--- src/rtl/fpt_pkg.sv ---
// Frame pacing timer: shared types and constants.
// Used by fpt_rate_div and frame_pacing_timer_unit; no dependencies.
`default_nettype none

package fpt_pkg;

    localparam int NOW_W    = 63;
    localparam int CFG_W    = 36;
    localparam int RATE_W   = 24;
    localparam int FRAMES_W = 64;
    localparam int WCNT_W   = 32;
    localparam int PROD_W   = 85;   // frames * 5^9 fits in 64 + 21 bits

    // 256e9 = 5^9 * 2^17: nine times-5 steps, then a shift by 17
    localparam int MUL_STEPS = 9;
    localparam int QUOT_BITS = 24;

    localparam logic [CFG_W-1:0]  DEFAULT_PERIOD_NS = 36'd16666667;
    localparam logic [CFG_W-1:0]  DEFAULT_WINDOW_NS = 36'd250000000;
    localparam logic [CFG_W-1:0]  DELTA_MAX         = 36'hF_FFFF_FFFF;
    localparam logic [RATE_W-1:0] RATE_MAX          = 24'hFF_FFFF;
    localparam logic [WCNT_W-1:0] WCNT_MAX          = 32'hFFFF_FFFF;

    localparam logic CFG_TARGET = 1'b0;
    localparam logic CFG_WINDOW = 1'b1;

    localparam logic FUNC_SYNC    = 1'b0;
    localparam logic FUNC_RESTART = 1'b1;

    typedef struct packed {
        logic                start;
        logic [FRAMES_W-1:0] num;
        logic [NOW_W-1:0]    den;
    } t_div_req;

    typedef struct packed {
        logic              done;
        logic [RATE_W-1:0] quot;
    } t_div_rsp;

endpackage

`default_nettype wire

--- src/rtl/frame_pacing_timer_unit.sv ---
// Frame pacing timer with windowed and lifetime frame-rate meters.
// Top level: sequencer, timing state, config registers, output register.
// Depends on fpt_pkg and fpt_rate_div.
//
//  channel | handshake                   | payload
//  --------+-----------------------------+----------------------------------------
//  in      | i_in_valid / o_in_stall     | i_func, i_now_ns
//  out     | o_out_valid / i_out_stall   | o_frame_due, o_delta_ns, o_recent_rate,
//          |                             | o_mean_rate, o_frames_total
//  cfg     | i_cfg_valid / o_cfg_ready   | i_cfg_index, i_cfg_data
//
// Restart, first sync and non-firing sync pass through S_EVAL and S_OUT only.
// A firing sync runs up to two rate divisions on one shared divider, each of
// 9 multiply steps, 1 saturation check, 24 quotient bits (skipped if it
// saturates) and a hand back. Input is stalled until the result is loaded
// into the output register; a stalled output holds the block in its final state.
// Synchronous active-low reset; config is always ready.
`default_nettype none

module frame_pacing_timer_unit (
    input  wire logic                          i_clk,
    input  wire logic                          i_rst_n,
    // input beats
    input  wire logic                          i_in_valid,
    output logic                               o_in_stall,
    input  wire logic                          i_func,
    input  wire logic [fpt_pkg::NOW_W-1:0]     i_now_ns,
    // result beats
    output logic                               o_out_valid,
    input  wire logic                          i_out_stall,
    output logic                               o_frame_due,
    output logic [fpt_pkg::CFG_W-1:0]          o_delta_ns,
    output logic [fpt_pkg::RATE_W-1:0]         o_recent_rate,
    output logic [fpt_pkg::RATE_W-1:0]         o_mean_rate,
    output logic [fpt_pkg::FRAMES_W-1:0]       o_frames_total,
    // config writes
    input  wire logic                          i_cfg_valid,
    output logic                               o_cfg_ready,
    input  wire logic                          i_cfg_index,
    input  wire logic [fpt_pkg::CFG_W-1:0]     i_cfg_data
);

    localparam logic [2:0] S_IDLE  = 3'd0;
    localparam logic [2:0] S_EVAL  = 3'd1;
    localparam logic [2:0] S_WIN   = 3'd2;
    localparam logic [2:0] S_WWAIT = 3'd3;
    localparam logic [2:0] S_MEAN  = 3'd4;
    localparam logic [2:0] S_MWAIT = 3'd5;
    localparam logic [2:0] S_OUT   = 3'd6;

    logic [2:0]                     r_state;
    logic                           r_func;
    logic [fpt_pkg::NOW_W-1:0]      r_now;
    logic [fpt_pkg::CFG_W-1:0]      r_target;
    logic [fpt_pkg::CFG_W-1:0]      r_window;

    logic                           r_awaiting;
    logic [fpt_pkg::NOW_W-1:0]      r_last;
    logic [fpt_pkg::NOW_W-1:0]      r_start;
    logic [fpt_pkg::NOW_W-1:0]      r_wstart;
    logic [fpt_pkg::FRAMES_W-1:0]   r_frame_count;
    logic [fpt_pkg::WCNT_W-1:0]     r_wcount;
    logic [fpt_pkg::CFG_W-1:0]      r_delta;
    logic [fpt_pkg::RATE_W-1:0]     r_recent;
    logic [fpt_pkg::RATE_W-1:0]     r_mean;
    logic                           r_due;

    logic                           r_out_valid;
    logic                           r_out_due;
    logic [fpt_pkg::CFG_W-1:0]      r_out_delta;
    logic [fpt_pkg::RATE_W-1:0]     r_out_recent;
    logic [fpt_pkg::RATE_W-1:0]     r_out_mean;
    logic [fpt_pkg::FRAMES_W-1:0]   r_out_frames;

    logic                           in_accept;
    logic                           out_load;
    logic [fpt_pkg::CFG_W-1:0]      period;
    logic [fpt_pkg::CFG_W+1:0]      period_x3;
    logic [fpt_pkg::NOW_W:0]        e_diff;
    logic                           fire;
    logic [fpt_pkg::CFG_W-1:0]      n_delta;
    logic [fpt_pkg::NOW_W-1:0]      span_base;
    logic [fpt_pkg::NOW_W:0]        s_diff;
    logic                           span_pos;
    logic                           win_hit;
    logic [fpt_pkg::WCNT_W-1:0]     n_wcount;
    fpt_pkg::t_div_req              div_req;
    fpt_pkg::t_div_rsp              div_rsp;

    assign in_accept  = i_in_valid && !o_in_stall;
    assign o_in_stall = (r_state != S_IDLE);
    assign out_load   = (r_state == S_OUT) && (!r_out_valid || !i_out_stall);
    assign o_cfg_ready = 1'b1;

    // sync evaluation: elapsed since last frame, fire test, delta clamp
    always_comb begin
        period    = (r_target != '0) ? r_target : fpt_pkg::DEFAULT_PERIOD_NS;
        period_x3 = {2'b00, period} + {1'b0, period, 1'b0};
        e_diff    = {1'b0, r_now} - {1'b0, r_last};
        fire      = !e_diff[fpt_pkg::NOW_W]
                 && (e_diff[fpt_pkg::NOW_W-1:0] >= {27'd0, period});
        if (e_diff[fpt_pkg::NOW_W-1:0] > {25'd0, period_x3}) begin
            n_delta = period;
        end else if (e_diff[fpt_pkg::NOW_W-1:fpt_pkg::CFG_W] != '0) begin
            n_delta = fpt_pkg::DELTA_MAX;
        end else begin
            n_delta = e_diff[fpt_pkg::CFG_W-1:0];
        end
        n_wcount = (r_wcount != fpt_pkg::WCNT_MAX) ? r_wcount + 32'd1 : r_wcount;
    end

    // one span subtractor: window span in S_WIN, lifetime span in S_MEAN
    always_comb begin
        span_base = (r_state == S_WIN) ? r_wstart : r_start;
        s_diff    = {1'b0, r_now} - {1'b0, span_base};
        span_pos  = !s_diff[fpt_pkg::NOW_W] && (s_diff[fpt_pkg::NOW_W-1:0] != '0);
        win_hit   = span_pos && (s_diff[fpt_pkg::NOW_W-1:0] >= {27'd0, r_window});

        div_req.den = s_diff[fpt_pkg::NOW_W-1:0];
        if (r_state == S_WIN) begin
            div_req.start = win_hit;
            div_req.num   = {32'd0, r_wcount};
        end else begin
            div_req.start = (r_state == S_MEAN) && span_pos;
            div_req.num   = r_frame_count;
        end
    end

    fpt_rate_div u_rate_div (
        .i_clk   (i_clk),
        .i_rst_n (i_rst_n),
        .i_req   (div_req),
        .o_rsp   (div_rsp)
    );

    always_ff @(posedge i_clk) begin
        if (!i_rst_n) begin
            r_target <= fpt_pkg::DEFAULT_PERIOD_NS;
            r_window <= fpt_pkg::DEFAULT_WINDOW_NS;
        end else if (i_cfg_valid && o_cfg_ready) begin
            unique case (i_cfg_index)
                fpt_pkg::CFG_TARGET: r_target <= i_cfg_data;
                fpt_pkg::CFG_WINDOW: r_window <= i_cfg_data;
                default: ;
            endcase
        end
    end

    always_ff @(posedge i_clk) begin
        if (!i_rst_n) begin
            r_state       <= S_IDLE;
            r_awaiting    <= 1'b1;
            r_last        <= '0;
            r_start       <= '0;
            r_wstart      <= '0;
            r_frame_count <= '0;
            r_wcount      <= '0;
            r_delta       <= '0;
            r_recent      <= '0;
            r_mean        <= '0;
            r_due         <= 1'b0;
        end else begin
            unique case (r_state)
                S_IDLE: begin
                    if (in_accept) begin
                        r_func  <= i_func;
                        r_now   <= i_now_ns;
                        r_state <= S_EVAL;
                    end
                end
                S_EVAL: begin
                    if (r_func == fpt_pkg::FUNC_RESTART) begin
                        r_start       <= r_now;
                        r_wstart      <= r_now;
                        r_last        <= '0;
                        r_awaiting    <= 1'b1;
                        r_frame_count <= '0;
                        r_wcount      <= '0;
                        r_delta       <= '0;
                        r_recent      <= '0;
                        r_mean        <= '0;
                        r_due         <= 1'b0;
                        r_state       <= S_OUT;
                    end else if (r_awaiting) begin
                        r_awaiting    <= 1'b0;
                        r_last        <= r_now;
                        r_delta       <= '0;
                        r_frame_count <= 64'd1;
                        r_wcount      <= 32'd1;
                        r_due         <= 1'b1;
                        r_state       <= S_OUT;
                    end else if (fire) begin
                        r_last        <= r_now;
                        r_delta       <= n_delta;
                        r_frame_count <= r_frame_count + 64'd1;
                        r_wcount      <= n_wcount;
                        r_due         <= 1'b1;
                        r_state       <= S_WIN;
                    end else begin
                        r_due   <= 1'b0;
                        r_state <= S_OUT;
                    end
                end
                S_WIN: begin
                    r_state <= win_hit ? S_WWAIT : S_MEAN;
                end
                S_WWAIT: begin
                    if (div_rsp.done) begin
                        r_recent <= div_rsp.quot;
                        r_wcount <= '0;
                        r_wstart <= r_now;
                        r_state  <= S_MEAN;
                    end
                end
                S_MEAN: begin
                    r_state <= span_pos ? S_MWAIT : S_OUT;
                end
                S_MWAIT: begin
                    if (div_rsp.done) begin
                        r_mean  <= div_rsp.quot;
                        r_state <= S_OUT;
                    end
                end
                S_OUT: begin
                    if (out_load) begin
                        r_state <= S_IDLE;
                    end
                end
                default: r_state <= S_IDLE;
            endcase
        end
    end

    // output register: holds a finished beat while the sink stalls
    always_ff @(posedge i_clk) begin
        if (!i_rst_n) begin
            r_out_valid <= 1'b0;
        end else if (out_load) begin
            r_out_valid <= 1'b1;
        end else if (!i_out_stall) begin
            r_out_valid <= 1'b0;
        end
    end

    always_ff @(posedge i_clk) begin
        if (out_load) begin
            r_out_due    <= r_due;
            r_out_delta  <= r_delta;
            r_out_recent <= r_recent;
            r_out_mean   <= r_mean;
            r_out_frames <= r_frame_count;
        end
    end

    assign o_out_valid    = r_out_valid;
    assign o_frame_due    = r_out_due;
    assign o_delta_ns     = r_out_delta;
    assign o_recent_rate  = r_out_recent;
    assign o_mean_rate    = r_out_mean;
    assign o_frames_total = r_out_frames;

    a_accept_eval: assert property (@(posedge i_clk) disable iff (!i_rst_n)
        in_accept |=> (r_state == S_EVAL))
        else $error("accepted beat did not start evaluation");

    a_div_done_wait: assert property (@(posedge i_clk) disable iff (!i_rst_n)
        div_rsp.done |-> (r_state == S_WWAIT || r_state == S_MWAIT))
        else $error("divider finished outside a wait state");

    a_restart_clear: assert property (@(posedge i_clk) disable iff (!i_rst_n)
        (r_state == S_EVAL && r_func == fpt_pkg::FUNC_RESTART)
        |=> (r_state == S_OUT && r_awaiting && r_frame_count == '0 && !r_due))
        else $error("restart did not clear timing state");

    a_load_valid: assert property (@(posedge i_clk) disable iff (!i_rst_n)
        out_load |=> (o_out_valid && r_state == S_IDLE))
        else $error("result load lost");

endmodule

`default_nettype wire

--- src/rtl/fpt_rate_div.sv ---
// Iterative rate divider: floor(num * 256e9 / den), saturated to 24 bits.
// One shared 85-bit adder does times-5 steps, the saturation compare and
// the restoring division steps. Depends on fpt_pkg.
`default_nettype none

module fpt_rate_div (
    input  wire logic              i_clk,
    input  wire logic              i_rst_n,
    input  wire fpt_pkg::t_div_req i_req,
    output fpt_pkg::t_div_rsp      o_rsp
);

    localparam logic [1:0] D_IDLE = 2'd0;
    localparam logic [1:0] D_MUL  = 2'd1;
    localparam logic [1:0] D_SAT  = 2'd2;
    localparam logic [1:0] D_DIV  = 2'd3;

    logic [1:0]                   r_state;
    logic [4:0]                   r_cnt;
    logic [fpt_pkg::PROD_W-1:0]   r_m;
    logic [fpt_pkg::NOW_W-1:0]    r_d;
    logic [fpt_pkg::NOW_W-1:0]    r_rem;
    logic [fpt_pkg::QUOT_BITS-1:0] r_plow;
    logic [fpt_pkg::RATE_W-1:0]   r_q;
    logic                         r_done;

    logic [fpt_pkg::PROD_W-1:0] add_a;
    logic [fpt_pkg::PROD_W-1:0] add_b;
    logic                       add_cin;
    logic [fpt_pkg::PROD_W:0]   add_sum;
    logic                       ge;

    // shared adder; with b = ~den and cin = 1 the carry out means a >= den
    always_comb begin
        unique case (r_state)
            D_MUL: begin
                add_a   = r_m;
                add_b   = {r_m[fpt_pkg::PROD_W-3:0], 2'b00};
                add_cin = 1'b0;
            end
            D_SAT: begin
                add_a   = {7'd0, r_m[fpt_pkg::PROD_W-1:7]};
                add_b   = ~{22'd0, r_d};
                add_cin = 1'b1;
            end
            D_DIV: begin
                add_a   = {21'd0, r_rem, r_plow[fpt_pkg::QUOT_BITS-1]};
                add_b   = ~{22'd0, r_d};
                add_cin = 1'b1;
            end
            default: begin
                add_a   = '0;
                add_b   = '0;
                add_cin = 1'b0;
            end
        endcase
        add_sum = {1'b0, add_a} + {1'b0, add_b} + {{fpt_pkg::PROD_W{1'b0}}, add_cin};
        ge      = add_sum[fpt_pkg::PROD_W];
    end

    always_ff @(posedge i_clk) begin
        if (!i_rst_n) begin
            r_state <= D_IDLE;
            r_cnt   <= '0;
            r_done  <= 1'b0;
        end else begin
            r_done <= 1'b0;
            unique case (r_state)
                D_IDLE: begin
                    if (i_req.start) begin
                        r_m     <= {21'd0, i_req.num};
                        r_d     <= i_req.den;
                        r_cnt   <= '0;
                        r_state <= D_MUL;
                    end
                end
                D_MUL: begin
                    r_m   <= add_sum[fpt_pkg::PROD_W-1:0];
                    r_cnt <= r_cnt + 5'd1;
                    if (r_cnt == 5'(fpt_pkg::MUL_STEPS - 1)) begin
                        r_state <= D_SAT;
                    end
                end
                D_SAT: begin
                    // product = m << 17; quotient >= 2^24 iff product[101:24] >= den
                    if (ge) begin
                        r_q     <= fpt_pkg::RATE_MAX;
                        r_done  <= 1'b1;
                        r_state <= D_IDLE;
                    end else begin
                        r_rem   <= r_m[69:7];
                        r_plow  <= {r_m[6:0], 17'd0};
                        r_cnt   <= '0;
                        r_state <= D_DIV;
                    end
                end
                D_DIV: begin
                    r_rem  <= ge ? add_sum[fpt_pkg::NOW_W-1:0]
                                 : {r_rem[fpt_pkg::NOW_W-2:0],
                                    r_plow[fpt_pkg::QUOT_BITS-1]};
                    r_q    <= {r_q[fpt_pkg::RATE_W-2:0], ge};
                    r_plow <= {r_plow[fpt_pkg::QUOT_BITS-2:0], 1'b0};
                    r_cnt  <= r_cnt + 5'd1;
                    if (r_cnt == 5'(fpt_pkg::QUOT_BITS - 1)) begin
                        r_done  <= 1'b1;
                        r_state <= D_IDLE;
                    end
                end
                default: r_state <= D_IDLE;
            endcase
        end
    end

    assign o_rsp.done = r_done;
    assign o_rsp.quot = r_q;

endmodule

`default_nettype wire

--- config.mk ---
export PLATFORM = sky130hd
export DESIGN_NAME = frame_pacing_timer_unit
export DESIGN_NICKNAME = d
export VERILOG_FILES = /design/src/rtl/fpt_pkg.sv /design/src/rtl/frame_pacing_timer_unit.sv /design/src/rtl/fpt_rate_div.sv
export SDC_FILE = /design/constraint.sdc
export NUM_CORES = 2
export LEC_CHECK = 0
export BUFFER_PORTS_ARGS = -buffer_cell sky130_fd_sc_hd__buf_2
export CAP_MARGIN = 30
export CORE_MARGIN = 2
export CORE_UTILIZATION = 25
export CTS_CLUSTER_DIAMETER = 40
export CTS_CLUSTER_SIZE = 40
export DETAILED_ROUTE_END_ITERATION = 16
export PLACE_DENSITY = 0.44
export SLEW_MARGIN = 20
export SYNTH_ARGS = -nofsm -noshare
export SYNTH_HDL_FRONTEND = slang
export SYNTH_HIERARCHICAL = 1
export SYNTH_SLANG_ARGS = --single-unit
--- constraint.sdc ---
create_clock -name i_clk -period 10.2 [get_ports i_clk]
set_input_delay 1.02 -clock i_clk [delete_from_list [all_inputs] [get_ports i_clk]]
set_output_delay 1.02 -clock i_clk [all_outputs]
set_load 0.05 [all_outputs]
==> key figures <==
Outcome
  • Result of the run: finished, final reports clean

Route
  • DR iter-0 viols: between 3000 and 4000
  • Detail Route Antenna Nets: 0
  • WL/cell: 20.89 um
  • First drt pass iteration count: 6
  • Total number of vias: between 40000 and 50000
  • Routed wire length: roughly 200000 um
  • Vias/cell: 5.056
  • Drc violations: 0

Power
  • Leak Pwr: about 0.025 uW
  • Power Total: about 17000 uW
  • Pwr dens: 245.4 nW/um^2
  • Peak VDD IR: between 0.15 and 0.2 mV

Worst setup path
  • Worst reg2reg setup slack: around 1.7 ns
  • Reg2reg path depth: 27
  • Required @ worst endpoint: about 11 ns
  • Critical Path End: u_rate_div/r_m[5]
  • Crit path launch type: register
  • Worst EP arrival: between 9 and 10 ns
  • WS Path Type: register to register
  • Worst R2R End: u_rate_div/r_m[5]
  • CP Max Fanout: 53
  • Crit. End Element: register
  • Worst Setup SP: r_state[1]
  • RR Startpoint: r_state[1]

Global routing
  • Vias in the first global route: between 40000 and 50000
  • Largest net degree at the start of global routing: approximately 170
  • Total global routing overflow: 0
  • First-pass GRT wire length: just over 300000 um
  • GRT Total Usage: between 15 and 20%
  • Initial antenna violation count: 9

Clock tree
  • Worst-case clock buffer depth: 3
  • CTS Buf Count: approximately 190
  • Clock transition at path regs: roughly 0.050 ns
  • Root Buffer: clkbuf_16
  • Clk sinks: between 900 and 1000
  • Clk_lat worst skew: approximately 0.86 ns
  • Htree depth: 4
  • # hold bufs at CTS: 0
  • CTS resizes: 0
  • CTS tree: yes
  • Postcts setup bufs: 0

Synth
  • Post-synthesis xor/xnor area fraction: 2.988%
  • Warnings, synthesis: 6
  • Mapped cell area: ~57000 um^2
  • Synth Area in Compound Gates: between 20% and 30%
  • EDFF count, synth: 455
  • Post-synth ARST share: 0%
  • Avg Synthesized Cell Area: slightly below 9 um^2
  • Seq cells post-synth: roughly 900
  • Share of the synthesized area in the top cell type: roughly a quarter
  • Synth cell count leaders: nand2_1 (970), dfxtp_1 (455), edfxtp_1 (455)
  • Leading post-synthesis cells by cell area: edfxtp_1 (24%), dfxtp_1 (16%), ha_1 (8.0%)
  • Post-synth top flop: edfxtp_1
  • Simple-Gate Fraction of Synth Area: between 10% and 20%
  • Adder-cell area share of the yosys netlist: under 10%
  • Most frequent cell after synthesis: nand2_1
  • Seq/Total Area, Yosys: between 40% and 50%
  • Synth Instances: between 6000 and 7000
  • Syn nets: 6793
  • Largest family of logic cells by synthesized area: compound AO/OA/AOI/OAI gates
  • Multiplexer share of the synthesized area: 5.247%
  • Post-synthesis cell type count: 107
  • Synth area leader: edfxtp_1

Die
  • Core Area: 224900 um^2
  • FP Rows: around 170
  • Starting Density: about a quarter
  • Die area: 230100 um^2
  • DIE WIDTH: about 480 um
  • Die Span Y: between 400 and 500 um
  • I/O pins: approximately 260

Timing
  • Unrepaired setup endpoints after global routing: false
  • Worst slew pin tran: 1.011 ns
  • Fmax: 0.1179 GHz
  • Setup TNS: 0 ns
  • Clk_skew: ~0.076 ns
  • Final setup viols: 0
  • Final hold violations: 0
  • Tmin final: 8.484 ns
  • Worst rel slew slack: approximately 33%
  • Fin crit share: 83.17%
  • Fin. max-slew vios: 0

Min path
  • Worst hold path type: input pin to register

Placement
  • Buffers on Ports: between 200 and 300
  • Placed Area: approximately 61000 um^2
  • Final RePlAce weighted congestion: around 0.91
  • HPWL Detailed: approximately 150000 um
  • Placed insts: 9245

Cells and area
  • Layout Utilization: about 30%
  • Fill count: between 20000 and 25000
  • Design Area, Final: between 60000 and 70000 um^2
  • Non-Filler Instances: 9595
  • Area Overhead vs Synth: 19.04%
  • Layout cells sized above 1: 12.74%
  • Nets: slightly below 7000

Flow run
  • Max cap viols: 0
-- final cells by class --
class,count,area [um^2],share of cell area (%)
antenna,1,2.502,0.003716
clock buffer,216,4952,7.354
clock inverter,133,1629,2.419
inverter,279,1051,1.561
multi-input combinational,4752,31350,46.55
sequential,910,22780,33.82
tap,2992,3744,5.559
timing repair buffer,312,1838,2.730
-- state kept, by name (all words and copies together), names as in the netlist, 5 cells and up --
name	cells
r_mean	24
u_rate_div/r_cnt	5
r_start	63
u_rate_div/r_plow	7
r_window	36
r_last	63
r_wstart	63
u_rate_div/r_m	85
r_recent	24
o_recent_rate	24
r_now	63
r_wcount	32
u_rate_div/r_rem	63
o_mean_rate	24
r_target	36
o_frames_total	64
o_delta_ns	36
r_delta	36
u_rate_div/r_d	63
r_frame_count	64
u_rate_div/r_q	24
-- how the worst min path moves through the flow --
stage                                     to               from  depth (start not counted)
after floorplan           o_frames_total[28]  r_frame_count[28]                          0
after CTS                          r_now[16]       i_now_ns[16]                          1
final                              r_now[16]       i_now_ns[16]                          1
after global routing               r_now[25]       i_now_ns[25]                          1
after detailed placement      o_mean_rate[2]          r_mean[2]                          0
after global placement        o_mean_rate[3]          r_mean[3]                          0
-- layer usage --
metal  vias up  wire (um)  GRT usage [%]
li1      23280          -              -
met1     23670     100600          25.11
met2      1302      83900          24.85
met3       255      10980          2.743
met4         4       4940          4.852
met5         -         30              0
-- report_power, final --
part	internal (uW)	switching (uW)	total, uW
registers	4350	409	4760
logic	1800	3690	5500
clock network	3960	2310	6270
-- layout by cell type (no fill, tap or decap), types with 51 or more instances in the layout --
cell       instances
dfxtp_1          454
a21oi_1          389
nand2_1          967
inv_1            276
buf_2            255
and3_1            78
edfxtp_1         455
nand3_1          144
nand4_1          118
or3_1             51
xnor2_1          108
nor2b_1           81
o21ai_0          403
xor2_1            85
ha_1             362
mux2_2            75
a21boi_0         214
o211ai_1          53
mux2i_1          211
o21a_1            63
a22o_1            84
a31oi_1           68
clkbuf_16        190
nor2_1           297
a21o_1           167
nor3_1            92
-- cells by family after synthesis --
group | count (synthesis)
other cells | 1
compound gates | 1816
mux | 287
flops | 910
simple gates | 2088
fa+ha+maj | 367
xor+xnor | 193
buf+inv | 658
-- through the flow --
stage,setup WS [ns],hold WS (ns)
final,1.716,0.3511
after global routing,1.086,0.3000
after floorplan,1.290,0.4064
after CTS,1.749,0.2701
after global placement,1.832,0.4137
after detailed placement,1.783,0.4154
-- critical path, cell delays in order (launching register included) --
cell	delay, ns
dfxtp_1	0.63
inv_1	0.25
nor3_2	0.70
buf_12	0.40
mux2i_1	0.17
ha_1	0.45
and4_1	0.30
and4_1	0.27
nand4_1	0.21
a211oi_2	0.68
nor2_1	0.11
xnor2_1	0.46
ha_1	0.34
nor2b_1	0.13
o21ai_0	0.14
a21oi_1	0.09
o21a_1	0.17
o21ai_0	0.19
nand4b_1	0.13
nor2_1	0.11
o31a_1	0.23
nand4b_1	0.13
o22ai_1	0.14
nor2_1	0.07
buf_4	0.15
o21ai_0	0.26
clkinv_2	0.67
buf_12	0.47
Note: power is estimated with default switching activity, not from simulation.
